[src/rtl/vit_pkg.sv]
package vit_pkg;

    localparam int ACC_W   = 40;
    localparam int Q_DEPTH = 4;
    localparam int Q_AW    = 2;

    typedef struct packed {
        logic               command;
        logic [4:0]         from_label;
        logic [4:0]         to_label;
        logic [4:0]         position;
        logic signed [31:0] score;
        logic               final_position;
    } t_in_word;

    typedef struct packed {
        logic [4:0] label;
        logic [4:0] out_position;
        logic       last;
    } t_out_word;

    typedef struct packed {
        logic               is_load;
        logic               lbl_ok;
        logic               decode;
        logic [4:0]         from_label;
        logic [4:0]         to_label;
        logic [4:0]         position;
        logic signed [31:0] score;
    } t_cmd;

    typedef enum logic [3:0] {
        S_IDLE,
        S_ACS,
        S_DRAIN,
        S_FIN,
        S_ARG,
        S_TRD,
        S_TWR,
        S_EMIT
    } t_state;

endpackage

[src/rtl/vit_front.sv]
module vit_front #(
    parameter int LBL_N = 26
) (
    input  logic              i_clk,
    input  logic              i_rst_n,
    input  logic              i_push,
    output logic              o_full,
    input  vit_pkg::t_in_word i_in_word,
    input  logic              i_take,
    output logic              o_avail,
    output vit_pkg::t_cmd     o_cmd
);

    vit_pkg::t_cmd              cmd;
    vit_pkg::t_cmd              r_q [vit_pkg::Q_DEPTH];
    logic [vit_pkg::Q_AW-1:0]   r_wp;
    logic [vit_pkg::Q_AW-1:0]   r_rp;
    logic [vit_pkg::Q_AW:0]     r_cnt;
    logic                       wr;
    logic                       rd;

    always_comb begin
        cmd            = '0;
        cmd.is_load    = !i_in_word.command;
        cmd.from_label = i_in_word.from_label;
        cmd.to_label   = i_in_word.to_label;
        cmd.position   = i_in_word.position;
        cmd.score      = i_in_word.score;
        if (i_in_word.command) begin
            cmd.lbl_ok = {2'b00, i_in_word.to_label} < 7'(LBL_N);
        end else begin
            cmd.lbl_ok = ({2'b00, i_in_word.to_label} < 7'(LBL_N)) &&
                         ({2'b00, i_in_word.from_label} < 7'(LBL_N));
        end
        cmd.decode = i_in_word.command && i_in_word.final_position &&
                     ({2'b00, i_in_word.to_label} == 7'(LBL_N - 1));
    end

    assign o_full  = r_cnt == (vit_pkg::Q_AW + 1)'(vit_pkg::Q_DEPTH);
    assign o_avail = r_cnt != '0;
    assign o_cmd   = r_q[r_rp];
    assign wr      = i_push && !o_full;
    assign rd      = i_take && o_avail;

    always_ff @(posedge i_clk) begin
        if (wr) begin
            r_q[r_wp] <= cmd;
        end
    end

    always_ff @(posedge i_clk) begin
        if (!i_rst_n) begin
            r_wp  <= '0;
            r_rp  <= '0;
            r_cnt <= '0;
        end else begin
            if (wr) begin
                r_wp <= r_wp + 1'b1;
            end
            if (rd) begin
                r_rp <= r_rp + 1'b1;
            end
            case ({wr, rd})
                2'b10:   r_cnt <= r_cnt + 1'b1;
                2'b01:   r_cnt <= r_cnt - 1'b1;
                default: r_cnt <= r_cnt;
            endcase
        end
    end

endmodule

[config.mk]
export PLATFORM = sky130hd
export DESIGN_NAME = vit_front
export DESIGN_NICKNAME = d
export VERILOG_FILES = /design/src/rtl/vit_pkg.sv /design/src/rtl/vit_front.sv
export SDC_FILE = /design/constraint.sdc
export NUM_CORES = 1
export LEC_CHECK = 0
export ABC_AREA = 0
export BUFFER_PORTS_ARGS = -buffer_cell sky130_fd_sc_hd__buf_4
export CORE_UTILIZATION = 28
export DETAILED_ROUTE_END_ITERATION = 8
export PLACE_DENSITY = 0.55
export SKIP_CTS_REPAIR_TIMING = 1
export SLEW_MARGIN = 20
export SYNTH_ARGS = -nofsm -noshare
export SYNTH_HDL_FRONTEND = slang
export SYNTH_SLANG_ARGS = --single-unit
[constraint.sdc]
create_clock -name i_clk -period 5 [get_ports i_clk]
set_input_delay 1.25 -clock i_clk [delete_from_list [all_inputs] [get_ports i_clk]]
set_output_delay 1.25 -clock i_clk [all_outputs]
set_load 0.05 [all_outputs]
==> flow_metrics.env <==
export IMPL_fin_setup_tns_ns=0
export IMPL_nets=497
export IMPL_grt_usage_pct=10.95
export IMPL_dieWidth_um=169
export IMPL_grt_pass1_wl_um=23400
export IMPL_swShare_pct=33.55
export IMPL_synth_top_cell_area_share_pct=76.91
export IMPL_worstHoldStart="r_wp[1]$_SDFFE_PN0P_"
export IMPL_crit_required_ns=3.75
export IMPL_fillers=2560
export IMPL_route_detailed_drc=0
export IMPL_diodes=0
export IMPL_worstSetupPathType="reg -> out"
export IMPL_grt_max_degree=51
export IMPL_skew_ns=0.005620
export IMPL_final_cell_mix="edfxtp_1 (200), buf_4 (105), mux4_2 (50), clkbuf_16 (23), clkinv_1 (8)"
export IMPL_clk_pin_slew_ns=0.06
export IMPL_io_pins=105
export IMPL_synthToLayoutAreaGrowth_pct=23.55
export IMPL_htreeDepth=1
export IMPL_p_total_uw=5550
export IMPL_hold_viol=0
export IMPL_worstReg2RegStart="r_cnt[0]$_SDFFE_PN0P_"
export IMPL_pwr_density_cell_nw_per_um2=575.2
export IMPL_arrival_ns=2.40
export IMPL_cp_max_fo=33
export IMPL_cts_buffer_depth=3
export IMPL_die_h_um=169
export IMPL_vias=3564
export IMPL_cp_cell_sequence="buf_4, mux4_2, buf_4"
export IMPL_drv_slew=0
export IMPL_cpMaxStageDelayCell="dfxtp_2"
export IMPL_rsz0062_at_grt="no"
export IMPL_clock_root_buffer="clkbuf_16"
export IMPL_worst_path_buf_inv=2
export IMPL_comb_power_share_pct=31.0
export IMPL_ys_top_cells_by_area="edfxtp_1 (77%), mux4_2 (14%), dfxtp_1 (2.3%)"
export IMPL_cap_violations=0
export IMPL_synth_seq_cells=209
export IMPL_worstHoldPathCells=2
export IMPL_overflow=0
export IMPL_dieArea_um2=28560
export IMPL_drt_first_pass_iters=4
export IMPL_start_util_pct=28.73
export IMPL_seq_area_frac_synth_pct=79.22
export IMPL_cts_tree="built"
export IMPL_insertion_delay_ns=0.49
export IMPL_setup_viol=0
export IMPL_cts_sinks=209
export IMPL_wl_um=15400
export IMPL_status="completed"
export IMPL_cts_buffers=23
export IMPL_crit_cells=3
export IMPL_dp_hpwl_um=8685
export IMPL_vdd_drop_max_mv=0.2923
export IMPL_cellLeakagePower_uw=0.003175
export IMPL_yosysWarnings=0
export IMPL_place_congestion=0.6704
export IMPL_r2r_cells=9
export IMPL_tightest_slew_ns=0.8676
export IMPL_synth_largest_area_cell="edfxtp_1"
export IMPL_p_seq_share_pct=40.5
export IMPL_fin_util_pct=35.50
export IMPL_drive_above_1_share_pct=42.60
export IMPL_hold_class="reg -> reg"
export IMPL_std_cell_rows=60
export IMPL_syn_avg_cell_area_um2=24.33
export IMPL_crit_top_cell="buf_4"
export IMPL_drt_wirelength_per_cell_um=18.67
export IMPL_multi_input_area_um2=1458
export IMPL_ff_latch_area_um2=6191
export IMPL_period_share_pct=73.04
export IMPL_clkPwrFrac_pct=28.5
export IMPL_internal_power_uw=3688
export IMPL_antenna_found_initial=0
export IMPL_final_common_cell="edfxtp_1"
export IMPL_core_area_um2=27180
export IMPL_drt_iter0_drc=235
export IMPL_period_minus_slack_ns=3.652
export IMPL_synth_cell_type_count=28
export IMPL_maxSlewHeadroom_pct=42.16
export IMPL_start_kind="register"
export IMPL_synth_area_um2=7809
export IMPL_end_kind="output port"
export IMPL_fmax_mhz=273.8
export IMPL_grt_pass1_vias=3982
export IMPL_synth_nets=380
export IMPL_io_buffers=104
export IMPL_p_switching_uw=1862
export IMPL_ant_nets=0
export IMPL_max_stage_delay_ns=0.68
export IMPL_netlist_instances=321
export IMPL_vias_per_cell=4.320
export IMPL_cp_top_family="buffers and inverters"
## final timing paths
kind / slack [ns] / to
max reg2reg: 2.61 / r_cnt[2]$_SDFFE_PN0P_
min reg2reg: 0.50 / r_wp[1]$_SDFFE_PN0P_
min: 0.50 / r_wp[1]$_SDFFE_PN0P_
max: 1.35 / o_cmd[10]
## power by group through the flow
stage / sequential [µW] / clock, µW / combinational, µW
after CTS: 2260 / 1640 / 1760
after global routing: 2280 / 1710 / 1810
after floorplan: 2190 / 0 / 1400
final: 2250 / 1580 / 1720
after detailed placement: 2300 / 0 / 1750
after global placement: 2340 / 0 / 1660
## tightest hold or removal path, delay by kind of cell (launching register included)
family	cells	cell delay (ns)
flops	1	0.34
mux	1	0.05
simple gates	1	0.06
## synthesized netlist by cell type (all sizes together)
library cell,count
mux4,50
o211ai,1
o311ai,1
ha,5
or3,2
nor4,1
inv,7
and2,7
nor3b,1
clkbuf,1
xnor2,3
o31a,1
edfxtp,200
xor2,1
mux2i,2
nor2,1
nor2b,3
nand2,6
a21boi,1
dfxtp,9
buf,13
nand3,1
o22a,1
o21ai,2
fa,1
## per-stage QoR
stage	hold WS, ns	area [µm²]	setup WS (ns)	cells
2_1_floorplan	0.4677	7809	1.858	321
3_3_place_gp	0.4750	8929	1.727	784
3_5_place_dp	0.5017	8949	1.805	785
4_1_cts	0.5077	9648	1.268	825
5_1_grt	0.5548	9648	1.196	825
6_report	0.5026	9648	1.348	825
## logic make-up (layout without fill, tap and decap cells)
family                   after synthesis  count (layout)  synth area share [%]
AO/OA/AOI/OAI                          7               7                0.7533
XOR/XNOR                               4               4                0.4487
adder cells (fa/ha/maj)                6               6                 1.058
buffers and inverters                 21             153                 2.243
flip-flops                           209             209                 79.22
multiplexers                          52              52                 14.68
AND/OR/NAND/NOR                       22              22                 1.602
## state kept, by name, indices dropped and copies added, names as in the netlist, named ones only
signal  flops
r_wp        2
r_q       200
r_cnt       3
r_rp        2
## layout make-up
type / count / share of cell area [%]
Tap cell: 372 / 4.824
Inverter: 7 / 0.2723
Clock buffer: 26 / 6.082
Sequential cell: 209 / 64.17
Clock inverter: 14 / 1.167
Timing Repair Buffer: 106 / 8.378
Multi-Input combinational cell: 91 / 15.11
## routing by layer
metal	wire, µm	GRT usage [%]	vias to the layer above
li1	-	-	1574
met1	6328	13.56	1838
met2	7592	18.36	122
met3	1168	3.320	30
met4	312	3.447	0
met5	0	0	-
(Power assumes the default switching activity.)
